$ cat src/sv/ufcr_pkg.sv
// Package for the UDP frame chunk reassembler: status codes, widths and defaults.
// Used by the controller, the slot datapath and the top level.
`timescale 1ns / 1ps
package ufcr_pkg;
    localparam int POOL_SLOTS_DEF  = 4;
    localparam int CHUNK_LIMIT_DEF = 32;
    localparam logic [15:0] TIMEOUT_RESET   = 16'd100;
    localparam logic [15:0] MAX_BYTES_RESET = 16'd24576;

    localparam logic [2:0] ST_INVALID  = 3'd0;
    localparam logic [2:0] ST_FULL     = 3'd1;
    localparam logic [2:0] ST_DUP      = 3'd2;
    localparam logic [2:0] ST_ACCEPT   = 3'd3;
    localparam logic [2:0] ST_COMPLETE = 3'd4;
    localparam logic [2:0] ST_DROP     = 3'd5;
    localparam logic [2:0] ST_RELEASED = 3'd6;

    localparam logic FUNC_CHUNK   = 1'b0;
    localparam logic FUNC_RELEASE = 1'b1;

    localparam logic CFG_TIMEOUT   = 1'b0;
    localparam logic CFG_MAX_BYTES = 1'b1;

    // Commands from the controller to the slot datapath.
    typedef struct packed {
        logic capture;
        logic update;
    } ufcr_cmd_t;

    // Status from the datapath back to the controller.
    typedef struct packed {
        logic result_ready;
    } ufcr_stat_t;
endpackage

$ cat src/sv/ufcr_ctrl.sv
// Controller of the UDP frame chunk reassembler: input/output handshake sequencing.
// Depends on ufcr_pkg.
`timescale 1ns / 1ps
module ufcr_ctrl
    import ufcr_pkg::*;
(
    input  logic       clk,
    input  logic       rst_n,
    input  logic       in_valid,
    output logic       in_ready,
    output logic       out_valid,
    input  logic       out_ready,
    output ufcr_cmd_t  cmd,
    input  ufcr_stat_t stat
);
    localparam logic [1:0] S_IDLE = 2'd0;
    localparam logic [1:0] S_EXEC = 2'd1;
    localparam logic [1:0] S_OUT  = 2'd2;

    logic [1:0] state_reg, state_next;

    // A new item may enter while a finished result waits for its taker once
    // the result leaves in the same cycle.
    always_comb
    begin
        state_next  = state_reg;
        in_ready    = 1'b0;
        out_valid   = 1'b0;
        cmd.capture = 1'b0;
        cmd.update  = 1'b0;
        unique case (state_reg)
            S_IDLE:
            begin
                in_ready = 1'b1;
                if (in_valid)
                begin
                    cmd.capture = 1'b1;
                    state_next  = S_EXEC;
                end
            end
            S_EXEC:
            begin
                cmd.update = 1'b1;
                state_next = S_OUT;
            end
            S_OUT:
            begin
                out_valid = stat.result_ready;
                if (out_ready)
                begin
                    in_ready = 1'b1;
                    if (in_valid)
                    begin
                        cmd.capture = 1'b1;
                        state_next  = S_EXEC;
                    end
                    else
                    begin
                        state_next = S_IDLE;
                    end
                end
            end
            default:
            begin
                state_next = S_IDLE;
            end
        endcase
    end

    always_ff @(posedge clk or negedge rst_n)
    begin
        if (!rst_n)
            state_reg <= S_IDLE;
        else
            state_reg <= state_next;
    end
endmodule

$ cat src/sv/ufcr_datapath.sv
// Slot table datapath of the UDP frame chunk reassembler: validation, expiry,
// lookup, allocation and counters. Depends on ufcr_pkg.
`timescale 1ns / 1ps
module ufcr_datapath
    import ufcr_pkg::*;
#(
    parameter int POOL_SLOTS  = POOL_SLOTS_DEF,
    parameter int CHUNK_LIMIT = CHUNK_LIMIT_DEF
)
(
    input  logic        clk,
    input  logic        rst_n,
    input  ufcr_cmd_t   cmd,
    output ufcr_stat_t  stat,
    input  logic        cfg_we,
    input  logic        cfg_index,
    input  logic [15:0] cfg_data,
    input  logic        func,
    input  logic [31:0] now_ms,
    input  logic [31:0] frame_tag,
    input  logic [31:0] chunk_num,
    input  logic [31:0] chunk_count,
    input  logic [31:0] frame_bytes,
    input  logic [31:0] byte_offset,
    input  logic [31:0] hdr_length,
    input  logic [15:0] payload_len,
    input  logic        queue_room,
    input  logic [2:0]  release_slot,
    output logic [2:0]  status,
    output logic [2:0]  slot,
    output logic [15:0] write_offset,
    output logic [15:0] write_length,
    output logic [15:0] frame_size,
    output logic [3:0]  expired_now,
    output logic [31:0] dropped_total,
    output logic [31:0] completed_total
);
    localparam int SW = (POOL_SLOTS > 1) ? $clog2(POOL_SLOTS) : 1;
    localparam int CW = $clog2(CHUNK_LIMIT + 1);
    localparam int IW = (CHUNK_LIMIT > 1) ? $clog2(CHUNK_LIMIT) : 1;

    logic [15:0] timeout_reg, max_bytes_reg;

    // Captured item.
    logic        func_q;
    logic [31:0] now_q, fid_q;
    logic [IW-1:0] cidx_q;
    logic [CW-1:0] tch_q;
    logic [15:0] tsize_q, off_q, len_q;
    logic        room_q, valid_q;
    logic [2:0]  rel_q;

    logic [POOL_SLOTS-1:0] active_reg, held_reg;
    logic [31:0]   fid_mem   [POOL_SLOTS];
    logic [CW-1:0] tot_mem   [POOL_SLOTS];
    logic [15:0]   bytes_mem [POOL_SLOTS];
    logic [CHUNK_LIMIT-1:0] seen_mem [POOL_SLOTS];
    logic [CW-1:0] cnt_mem   [POOL_SLOTS];
    logic [31:0]   start_mem [POOL_SLOTS];
    logic [SW-1:0] ptr_reg;
    logic [31:0]   drop_reg, done_reg;
    logic          res_reg;

    // Validation at capture, on raw inputs.
    logic [32:0] end_sum;
    logic        ok;
    assign end_sum = {1'b0, byte_offset} + {1'b0, hdr_length};
    assign ok = (hdr_length == {16'd0, payload_len}) && (chunk_num < chunk_count)
             && (chunk_count <= 32'(CHUNK_LIMIT)) && (end_sum <= {1'b0, frame_bytes})
             && (frame_bytes <= {16'd0, max_bytes_reg});

    // Execute stage, from captured item.
    logic [POOL_SLOTS-1:0] expire, act_after, hit, free_v;
    logic [3:0]    exp_cnt;
    logic          found, alloc_ok, dup, last, miss;
    logic [SW-1:0] hit_idx, alloc_idx, s;
    logic [CHUNK_LIMIT-1:0] seen_cur, bitm, seen_new, need;
    logic [CW-1:0] cnt_new, tot_cur;
    logic [31:0]   age [POOL_SLOTS];

    always_comb
    begin
        exp_cnt = '0;
        for (int i = 0; i < POOL_SLOTS; i++)
        begin
            age[i]       = now_q - start_mem[i];
            expire[i]    = active_reg[i] && (age[i] > {16'd0, timeout_reg});
            act_after[i] = active_reg[i] && !expire[i];
            hit[i]       = act_after[i] && (fid_mem[i] == fid_q);
            free_v[i]    = !act_after[i] && !held_reg[i];
            exp_cnt      = exp_cnt + 4'(expire[i]);
        end
        found   = 1'b0;
        hit_idx = '0;
        for (int i = POOL_SLOTS - 1; i >= 0; i--)
        begin
            if (hit[i])
            begin
                found   = 1'b1;
                hit_idx = SW'(i);
            end
        end
        // Round-robin search starting at the pointer.
        alloc_ok  = 1'b0;
        alloc_idx = '0;
        for (int k = POOL_SLOTS - 1; k >= 0; k--)
        begin
            logic [SW:0] p;
            p = {1'b0, ptr_reg} + (SW + 1)'(k);
            if (p >= (SW + 1)'(POOL_SLOTS))
                p = p - (SW + 1)'(POOL_SLOTS);
            if (free_v[p[SW-1:0]])
            begin
                alloc_ok  = 1'b1;
                alloc_idx = p[SW-1:0];
            end
        end
        s        = found ? hit_idx : alloc_idx;
        seen_cur = found ? seen_mem[s] : '0;
        tot_cur  = found ? tot_mem[s] : tch_q;
        bitm     = CHUNK_LIMIT'(1) << cidx_q;
        dup      = (seen_cur & bitm) != '0;
        seen_new = seen_cur | bitm;
        cnt_new  = (found ? cnt_mem[s] : '0) + CW'(1);
        last     = cnt_new == tot_cur;
        need     = '0;
        for (int j = 0; j < CHUNK_LIMIT; j++)
            need[j] = CW'(j) < tot_cur;
        miss     = ((seen_new & need) != need) || !room_q;
    end

    assign stat.result_ready = res_reg;

    always_ff @(posedge clk)
    begin
        if (cmd.capture)
        begin
            func_q  <= func;
            now_q   <= now_ms;
            fid_q   <= frame_tag;
            cidx_q  <= chunk_num[IW-1:0];
            tch_q   <= chunk_count[CW-1:0];
            tsize_q <= frame_bytes[15:0];
            off_q   <= byte_offset[15:0];
            len_q   <= hdr_length[15:0];
            room_q  <= queue_room;
            rel_q   <= release_slot;
            valid_q <= ok;
        end
        if (cmd.update && func_q == FUNC_CHUNK && valid_q && (found || alloc_ok) && !dup)
        begin
            seen_mem[s] <= seen_new;
            cnt_mem[s]  <= cnt_new;
            if (!found)
            begin
                fid_mem[s]   <= fid_q;
                tot_mem[s]   <= tch_q;
                bytes_mem[s] <= tsize_q;
                start_mem[s] <= now_q;
            end
        end
    end

    always_ff @(posedge clk or negedge rst_n)
    begin
        if (!rst_n)
        begin
            timeout_reg   <= TIMEOUT_RESET;
            max_bytes_reg <= MAX_BYTES_RESET;
            active_reg    <= '0;
            held_reg      <= '0;
            ptr_reg       <= '0;
            drop_reg      <= '0;
            done_reg      <= '0;
            res_reg       <= 1'b0;
            status        <= ST_INVALID;
            slot          <= '0;
            write_offset  <= '0;
            write_length  <= '0;
            frame_size    <= '0;
            expired_now   <= '0;
        end
        else
        begin
            if (cfg_we)
            begin
                if (cfg_index == CFG_TIMEOUT)
                    timeout_reg <= cfg_data;
                else
                    max_bytes_reg <= cfg_data;
            end
            if (cmd.capture)
                res_reg <= 1'b0;
            if (cmd.update)
            begin
                res_reg      <= 1'b1;
                slot         <= '0;
                write_offset <= '0;
                write_length <= '0;
                frame_size   <= '0;
                expired_now  <= '0;
                if (func_q == FUNC_RELEASE)
                begin
                    status <= ST_RELEASED;
                    slot   <= rel_q;
                    if (32'(rel_q) < 32'(POOL_SLOTS))
                    begin
                        active_reg[rel_q[SW-1:0]] <= 1'b0;
                        held_reg[rel_q[SW-1:0]]   <= 1'b0;
                    end
                end
                else if (!valid_q)
                begin
                    status <= ST_INVALID;
                end
                else
                begin
                    expired_now <= exp_cnt;
                    priority if (!found && !alloc_ok)
                    begin
                        status     <= ST_FULL;
                        active_reg <= act_after;
                        drop_reg   <= drop_reg + 32'(exp_cnt);
                    end
                    else
                    begin
                        logic [POOL_SLOTS-1:0] a;
                        logic [31:0] d;
                        a = act_after;
                        d = drop_reg + 32'(exp_cnt);
                        slot <= 3'(s);
                        if (!found)
                        begin
                            a[s]    = 1'b1;
                            ptr_reg <= (32'(alloc_idx) + 1 >= POOL_SLOTS) ? '0
                                                                   : alloc_idx + SW'(1);
                        end
                        if (dup)
                        begin
                            status <= ST_DUP;
                        end
                        else
                        begin
                            write_offset <= off_q;
                            write_length <= len_q;
                            if (!last)
                                status <= ST_ACCEPT;
                            else if (miss)
                            begin
                                status <= ST_DROP;
                                a[s]   = 1'b0;
                                d      = d + 32'd1;
                            end
                            else
                            begin
                                status      <= ST_COMPLETE;
                                a[s]        = 1'b0;
                                held_reg[s] <= 1'b1;
                                done_reg    <= done_reg + 32'd1;
                                frame_size  <= found ? bytes_mem[s] : tsize_q;
                            end
                        end
                        active_reg <= a;
                        drop_reg   <= d;
                    end
                end
            end
        end
    end

    assign dropped_total   = drop_reg;
    assign completed_total = done_reg;
endmodule

$ cat src/sv/udp_frame_chunk_reassembler.sv
// Top level of the UDP frame chunk reassembler: controller plus slot datapath.
// Depends on ufcr_pkg, ufcr_ctrl and ufcr_datapath.
//
//   Channel   Handshake               Contents
//   in        in_valid / in_ready     one chunk header or slot release
//   out       out_valid / out_ready   one status transaction per input
//   cfg       cfg_we, cfg_index       timeout_ms and max_frame_bytes writes
//
// An input transaction is captured and validated at its accepting edge; at the
// next edge the slot table expires, compares and updates and the result register
// loads, so the result is offered once that register holds it. The next
// transaction is captured in the cycle its predecessor's result is taken, so a
// new item cannot enter while the one before it is still being updated.
// Reset clears slot flags, pointer, counters and restores register defaults.
// A stalled output holds the result and blocks further input.
`timescale 1ns / 1ps
module udp_frame_chunk_reassembler
    import ufcr_pkg::*;
#(
    parameter int POOL_SLOTS  = POOL_SLOTS_DEF,
    parameter int CHUNK_LIMIT = CHUNK_LIMIT_DEF
)
(
    input  logic        clk,
    input  logic        rst_n,
    input  logic        cfg_we,
    input  logic        cfg_index,
    input  logic [15:0] cfg_data,
    input  logic        in_valid,
    output logic        in_ready,
    input  logic        func,
    input  logic [31:0] now_ms,
    input  logic [31:0] frame_tag,
    input  logic [31:0] chunk_num,
    input  logic [31:0] chunk_count,
    input  logic [31:0] frame_bytes,
    input  logic [31:0] byte_offset,
    input  logic [31:0] hdr_length,
    input  logic [15:0] payload_len,
    input  logic        queue_room,
    input  logic [2:0]  release_slot,
    output logic        out_valid,
    input  logic        out_ready,
    output logic [2:0]  status,
    output logic [2:0]  slot,
    output logic [15:0] write_offset,
    output logic [15:0] write_length,
    output logic [15:0] frame_size,
    output logic [3:0]  expired_now,
    output logic [31:0] dropped_total,
    output logic [31:0] completed_total
);
    ufcr_cmd_t  cmd;
    ufcr_stat_t stat;

    // The controller only sequences; all table state lives in the datapath.
    ufcr_ctrl u_ctrl (
        .clk       (clk),
        .rst_n     (rst_n),
        .in_valid  (in_valid),
        .in_ready  (in_ready),
        .out_valid (out_valid),
        .out_ready (out_ready),
        .cmd       (cmd),
        .stat      (stat)
    );

    ufcr_datapath #(
        .POOL_SLOTS  (POOL_SLOTS),
        .CHUNK_LIMIT (CHUNK_LIMIT)
    ) u_dp (
        .clk             (clk),
        .rst_n           (rst_n),
        .cmd             (cmd),
        .stat            (stat),
        .cfg_we          (cfg_we),
        .cfg_index       (cfg_index),
        .cfg_data        (cfg_data),
        .func            (func),
        .now_ms          (now_ms),
        .frame_tag       (frame_tag),
        .chunk_num       (chunk_num),
        .chunk_count     (chunk_count),
        .frame_bytes     (frame_bytes),
        .byte_offset     (byte_offset),
        .hdr_length      (hdr_length),
        .payload_len     (payload_len),
        .queue_room      (queue_room),
        .release_slot    (release_slot),
        .status          (status),
        .slot            (slot),
        .write_offset    (write_offset),
        .write_length    (write_length),
        .frame_size      (frame_size),
        .expired_now     (expired_now),
        .dropped_total   (dropped_total),
        .completed_total (completed_total)
    );
endmodule
$ cat config.mk
export PLATFORM = sky130hd
export DESIGN_NAME = udp_frame_chunk_reassembler
export DESIGN_NICKNAME = d
export VERILOG_FILES = /design/src/sv/ufcr_pkg.sv /design/src/sv/ufcr_ctrl.sv /design/src/sv/ufcr_datapath.sv /design/src/sv/udp_frame_chunk_reassembler.sv
export SDC_FILE = /design/constraint.sdc
export NUM_CORES = 2
export LEC_CHECK = 0
export BUFFER_PORTS_ARGS = -buffer_cell sky130_fd_sc_hd__buf_4
export CAP_MARGIN = 5
export CELL_PAD_IN_SITES_DETAIL_PLACEMENT = 0
export CELL_PAD_IN_SITES_GLOBAL_PLACEMENT = 1
export CORE_ASPECT_RATIO = 1.25
export CORE_UTILIZATION = 35
export CTS_CLUSTER_DIAMETER = 200
export DETAILED_ROUTE_END_ITERATION = 12
export PLACE_DENSITY = 0.7
export SLEW_MARGIN = 20
export SYNTH_ARGS = -nofsm -noshare
export SYNTH_HDL_FRONTEND = slang
export SYNTH_SLANG_ARGS = --single-unit
$ cat constraint.sdc
create_clock -name clk -period 31.5 [get_ports clk]
set_input_delay 1.575 -clock clk [delete_from_list [all_inputs] [get_ports clk]]
set_output_delay 1.575 -clock clk [all_outputs]
set_load 0.03 [all_outputs]
# After elaboration in Yosys (flattened, before gate mapping)
# Memory sizes are Yosys's and may differ from the RTL's.
# Cells that the tools add are included.
[op_classes]
add_sub_neg = 21
order_cmp = 54
n_eq_ne = 15
n_shift = 1
mux = 103
bitwise = 16
n_reduce_logical = 58
[op_table]
columns = ["operator", "count"]
rows = [
  ["$mux 16", 15],
  ["$mux 32", 5],
  ["$eq 32x32->1", 4],
  ["$gt 32x16->1", 4],
  ["$sub 32x32->32", 4],
  ["$lt 5x6->1 const A", 16],
  ["$mux 4", 20],
  ["$add 32x1->32 const B", 2],
  ["$and 32x32->32", 2],
  ["$lt 4x6->1 const A", 8],
  ["$mux 2", 17],
  ["$add 32x32->33", 1],
  ["$le 33x32->1", 1],
  ["$add 32x4->32", 1],
  ["$eq 32x16->1", 1],
  ["$ge 32x3->1 const B", 1],
  ["$le 32x16->1", 1],
  ["$le 32x6->1 const B", 1],
  ["$lt 32x32->1", 1],
  ["$ne 32x32->1", 1],
  ["$or 32x32->32", 1],
  ["$reduce_bool 32->1", 1],
  ["$shl 1x5->32 const A", 1],
  ["$mux 1", 28],
  ["39 further kinds", 131],
]
[totals]
ff_bits = 296
mem_bits_rw = 496
out_inout_bits = 124
wordCells = 300
n_memories = 6
[memory_table]
columns = ["name", "depth", "word_bits", "rd", "rd_clocked_by_memory_dff", "write_ports", "line", "source"]
rows = [
  ["u_dp.fid_mem", 4, 32, 4, 0, 1, "ufcr_datapath.sv:54", "logic [31:0] fid_mem [POOL_SLOTS];"],
  ["u_dp.seen_mem", 4, 32, 1, 0, 1, "ufcr_datapath.sv:57", "logic [CHUNK_LIMIT-1:0] seen_mem [POOL_SLOTS];"],
  ["u_dp.start_mem", 4, 32, 4, 0, 1, "ufcr_datapath.sv:59", "logic [31:0] start_mem [POOL_SLOTS];"],
  ["u_dp.bytes_mem", 4, 16, 1, 0, 1, "ufcr_datapath.sv:56", "logic [15:0] bytes_mem [POOL_SLOTS];"],
  ["u_dp.cnt_mem", 4, 6, 1, 0, 1, "ufcr_datapath.sv:58", "logic [CW-1:0] cnt_mem [POOL_SLOTS];"],
  ["u_dp.tot_mem", 4, 6, 1, 0, 1, "ufcr_datapath.sv:55", "logic [CW-1:0] tot_mem [POOL_SLOTS];"],
]

# Depth between registers and ports, before layout
# An unclocked memory read counts as a cell.
[logic_depth]
ltp_word = 31
mapped_depth = 47
ltp_nobuf = 47

# Hierarchy
# A second synthesis with hierarchy kept.
[hier_totals]
hier_cells = 4380
area_unflattened_um2 = 46757.3
[modules_own_cells]
columns = ["module", "instances", "cells_each", "area_each_um2", "seq_area_each_um2"]
rows = [
  ["ufcr_datapath", 1, 4369, 46641.0, 22878.2],
  ["ufcr_ctrl", 1, 11, 116.4, 50.0],
]

# Worst setup path before layout
# OpenSTA, ideal clock, no wires.
[synth_path]
path_type = "register to register"
startpoint = "register u_dp.now_q[4]"
endpoint = "memory u_dp.bytes_mem[2][0], enable pin"
setup_time_ps = 532
arrival_ps = 9996
setup_slack_ps = 20973
path_stages_with_launch = 27
n_path_buf = 5
period_less_slack_ps = 10527
cell_sequence = "edfxtp_1 -> ha_1 -> a21o_1 -> or3_1 -> o21ai_1 -> a21oi_1 -> nor2_1 -> xnor2_1 -> ha_1 -> nand4_1 -> or3_1 -> o32a_1 -> or3_1 -> nor4_1 -> nand4_1 -> nor4b_1 -> a21oi_1 -> a21oi_1 -> nor3b_4 -> o21ai_4 -> buf_6 -> buf_2 -> buf_2 -> clkbuf_1 -> clkbuf_1 -> nand2_1 -> nor2_1"
[synth_via]
elab_chain_cells = 22
[synth_lines]
columns = ["element", "line", "source"]
rows = [
  ["start: declaration", "ufcr_datapath.sv:46", "logic [31:0] now_q, fid_q;"],
  ["start signal: assignment", "ufcr_datapath.sv:139", "now_q <= now_ms;"],
  ["$sub 32x32->32", "ufcr_datapath.sv:86", "age[i] = now_q - start_mem[i];"],
  ["$gt 32x16->1", "ufcr_datapath.sv:87", "expire[i] = active_reg[i] && (age[i] > {16'd0, timeout_reg});"],
  ["$logic_and 1x1->1", "ufcr_datapath.sv:87", ""],
  ["$logic_not 1->1", "ufcr_datapath.sv:88", "act_after[i] = active_reg[i] && !expire[i];"],
  ["$logic_and 1x1->1", "ufcr_datapath.sv:88", ""],
  ["$logic_not 1->1", "ufcr_datapath.sv:90", "free_v[i] = !act_after[i] && !held_reg[i];"],
  ["$logic_and 1x1->1", "ufcr_datapath.sv:90", ""],
  ["$bmux 1 s2", "ufcr_datapath.sv:112", "if (free_v[p[SW-1:0]])"],
  ["[6 not listed]", "--", ""],
  ["$mem_v2 4x32", "--", ""],
  ["$mux 32", "ufcr_datapath.sv:119", "seen_cur = found ? seen_mem[s] : '0;"],
  ["$and 32x32->32", "ufcr_datapath.sv:122", "dup = (seen_cur & bitm) != '0;"],
  ["$reduce_bool 32->1", "ufcr_datapath.sv:122", ""],
  ["$logic_not 1->1", "ufcr_datapath.sv:150", "if (cmd.update && func_q == FUNC_CHUNK && valid_q && (found || alloc_ok) && !dup)"],
  ["$logic_and 1x1->1", "ufcr_datapath.sv:150", ""],
  ["$mux 1", "ufcr_datapath.sv:150", ""],
  ["$mux 1 (implied by the code)", "ufcr_datapath.sv:158", "bytes_mem[s] <= tsize_q;"],
  ["end: declaration", "ufcr_datapath.sv:56", ""],
]
# Parallel ways exist; a longest one is shown, timed or not. The select of a mux whose other input is x is not followed.

# Final worst setup path
[layout_path]
startpoint = "register u_dp.now_q[1]"
endpoint = "register u_dp.drop_reg[18], in the netlist u_dp.dropped_total[18]"
[layout_via]
elab_chain_cells = 24
[layout_lines]
columns = ["element", "line", "source"]
rows = [
  ["branches (longest 23 deep; another with $sub 32x32->32)", "--", ""],
  ["$mux 32 *", "ufcr_datapath.sv:219", "priority if (!found && !alloc_ok)"],
  ["end signal: assignment", "ufcr_datapath.sv:223", "drop_reg <= drop_reg + 32'(exp_cnt);"],
  ["end: declaration", "ufcr_datapath.sv:61", "logic [31:0] drop_reg, done_reg;"],
]
# Mark *: on every way between the ends. The select of a mux whose other input is x is not followed.
# A chain may end at the register's enable or synchronous reset.

==> summary.md <==
| Metric | Value |
|---|---|
| Mapped Area | 46,100 sq um |
| Crit path max fanout | 53 |
| Final setup viols | 0 |
| Ys Warns | 0 |
| Fin crit share | 36.7% |
| Outcome | finished clean |
| ANT nets after route | 0 |
| List of most frequent post-synthesis cells | 625 x edfxtp_1, 379 x nand2_1, 307 x ha_1, 296 x inv_1, 255 x a21oi_1 |
| Synth top area share | just over 40% |
| Critical path type | register to register |
| Most used cell, CP | nand4_1 |
| Post-synth ARST share | a little over a fifth |
| Lkg Pwr | approximately 22 nW |
| Syn Area/Cell | between 10 and 15 sq um |
| Routed WL per cell | roughly 21 um |
| CTS HTree Levels | 3 |
| Die footprint | approximately 130,000 sq um |
| Die X | 326 um |
| Iter 0 DRT Violations | around 2,300 |
| RSZ-0062 raised after global routing | no |
| Yosys cell types | 109 |
| Io pins | ~390 |
| Pin count of the biggest net entering global routing | 67 |
| Slew Viols, Final | 0 |
| Setup TNS | 0 ns |
| Max Fclk | 86.6 MHz |
| Final Skew | between 0.03 and 0.04 ns |
| Final HPWL DP | ~100,000 um |
| Post-synthesis mux area share | under 10% |
| Top Registers | u_dp.fid_mem (128), u_dp.seen_mem (128), u_dp.start_mem (128) |
| Overflow after GRT | 0 |
| Area leader, netlist | edfxtp_1 |
| CP max-delay cell | a2111oi_4 |
| Hold Crit Depth | 1 |
| Startpoint class of the critical path | register |
| Worst r2r path cells | 32 |
| Synth Area in Compound Gates | between 10% and 20% |
| Post-Synth XOR/XNOR Area | 5.82% |
| Remaining routing DRC violations | 0 |
| Worst Tran Pin Value | 1.10 ns |
| FP Rows | 148 |
| Post-Synth Adder-Cell Area | ~8.7% |
| EDFF count, synth | around 630 |
| Routability cong. | about 0.9 |
| Peak supply drop | between 40 and 50 uV |
| TritonCTS Buffers | 84 |
| Endpoints failing hold | 0 |
| Top FF cell, synth | edfxtp_1 |
| Clk Latency, worst-skew pair | 0.69 ns |
| CTS Hold Bufs | 0 |
| Port bufs | 389 |
| Vias | between 30,000 and 40,000 |
| R2R Setup Slk | between 15 and 20 ns |
| CP required | approximately 32 ns |
| Class of the worst hold path | register to register |
| Synth Net Count | a little under 5,000 |
| Die H | between 400 and 500 um |
| Post-CTS Setup Bufs | 0 |
| Routed vias/inst | around 5.4 |
| Clk slew on worst S/H paths | approximately 0.060 ns |
| Worst path max stage delay | slightly above 0.7 ns |
| Root Driver | clkbuf_16 |
| Min Tclk post-route | 11.55 ns |
| Count leader, synth | edfxtp_1 |
| Worst setup EP type | register |
| Initial Utilization | 35.3% |
| #FFs+latches synth | approximately 790 |
| Largest family of logic cells by synthesized area | compound AO/OA/AOI/OAI gates |
| Vias in the first global route | about 35,000 |
| Number of max-cap violations | 0 |
| Simple-Gate Fraction of Synth Area | 14.2% |
| Post-Route WL | approximately 140,000 um |
| TritonCTS clock tree | done |
| First-pass GRT wire length | 211,000 um |
| Post-synthesis sequential area ratio | 49.8% |
| Core area | about 130,000 sq um |
| Syn Inst Count | ~4,300 |
| Slew headroom | 26.4% |
| Synth area leaders | edfxtp_1 41%, dfrtp_1 8.7%, ha_1 8.3% |
| Pre-antenna DRT Iters | 5 |
| Nets | approximately 5,200 |
| CTS-repair resized insts | 0 |
| Cell Pwr Density | 58.2 nW/um^2 |
| Clock Path Buffers | 3 |
| # clock sinks | around 800 |
| Layout cells sized above 1 | between 10 and 15% |
| Worst Hold Margin | around 0.46 ns |
| Area Growth Syn to Fin | 16.7% |
| Gr usage total | between 20 and 25% |
| CP arrival | about 12 ns |
| Initial antenna violation count | 1 |
[path summary, 6_finish.rpt]
path	from	to
setup / recovery	u_dp.now_q[1]	u_dp.dropped_total[18]
hold / removal	u_dp.off_q[3]	u_dp.write_offset[3]
setup reg to reg	u_dp.now_q[1]	u_dp.dropped_total[18]
hold reg to reg	u_dp.off_q[3]	u_dp.write_offset[3]
max in group asynchronous	rst_n	u_dp.max_bytes_reg[7]
min in group asynchronous	rst_n	u_dp.completed_total[20]
[layer usage]
metal	vias to the layer above	GRT usage, %	part of all wire [%]
met4	0	7.03	3.2
li1	16700	-	-
met5	-	0	0
met3	205	2.48	3.9
met1	17000	24.9	42
met2	851	36.3	51
[critical path: cells and delay by family (launching register included)]
kind	cells	cell delay, ns
compound gates	11	3.59
xor+xnor	1	0.15
fa+ha+maj	2	0.83
simple gates	15	5.21
flops	1	0.53
buf+inv	3	1.04
[where the power goes]
group / switching [W] / internal, W / total (W)
Combinational: 0.000505 / 0.000321 / 0.000826
Sequential: 0.0000596 / 0.00120 / 0.00125
Clock: 0.000431 / 0.000615 / 0.00105
Total: 0.000996 / 0.00213 / 0.00313
[cell usage in the layout (no fill, tap or decap), types with 44 or more instances in the layout]
cell       instances
edfxtp_1         625
buf_4            423
nand2_1          379
ha_1             307
inv_1            296
a21oi_1          255
o21ai_0          210
nor2_1           190
dfrtp_1          161
xor2_1           157
xnor2_1          149
nand3_1          127
mux2i_1          108
nand4_1           92
clkbuf_16         86
a21o_1            79
nor3_1            77
nor4_1            76
nand2b_1          71
a22o_1            53
o211ai_1          48
and3_1            44
[cell type report]
class / count / area [sq um]
diodes: 2 / 5.00
repair buffers: 424 / 3190
clock inverters: 56 / 651
inverters: 297 / 1110
clock buffers: 98 / 2230
multi-input cells: 3053 / 21500
fillers: 12600 / 76600
well taps: 1725 / 2160
flip-flops and latches: 791 / 22900
[cells by family after synthesis]
family | after synthesis
AO/OA/AOI/OAI | 1001
XOR/XNOR | 306
adder cells (fa/ha/maj) | 315
buffers and inverters | 439
flip-flops | 791
multiplexers | 150
other | 1
AND/OR/NAND/NOR | 1280
[metrics by stage]
step / instance area (sq um) / setup WS, ns / utilization (%) / instances / total power (W)
after CTS: 53800 / 19.96 / 41.2 / 6444 / 0.00316
after detailed placement: 50900 / 20.02 / 39.0 / 6290 / 0.00210
final: 53800 / 19.95 / 41.2 / 6446 / 0.00313
after floorplan: 46100 / 20.97 / - / 4283 / 0.00184
after global routing: 53800 / 19.13 / 41.2 / 6445 / 0.00328
after global placement: 50900 / 20.25 / 39.0 / 6290 / 0.00210
Note: power is estimated with default switching activity, not from simulation.
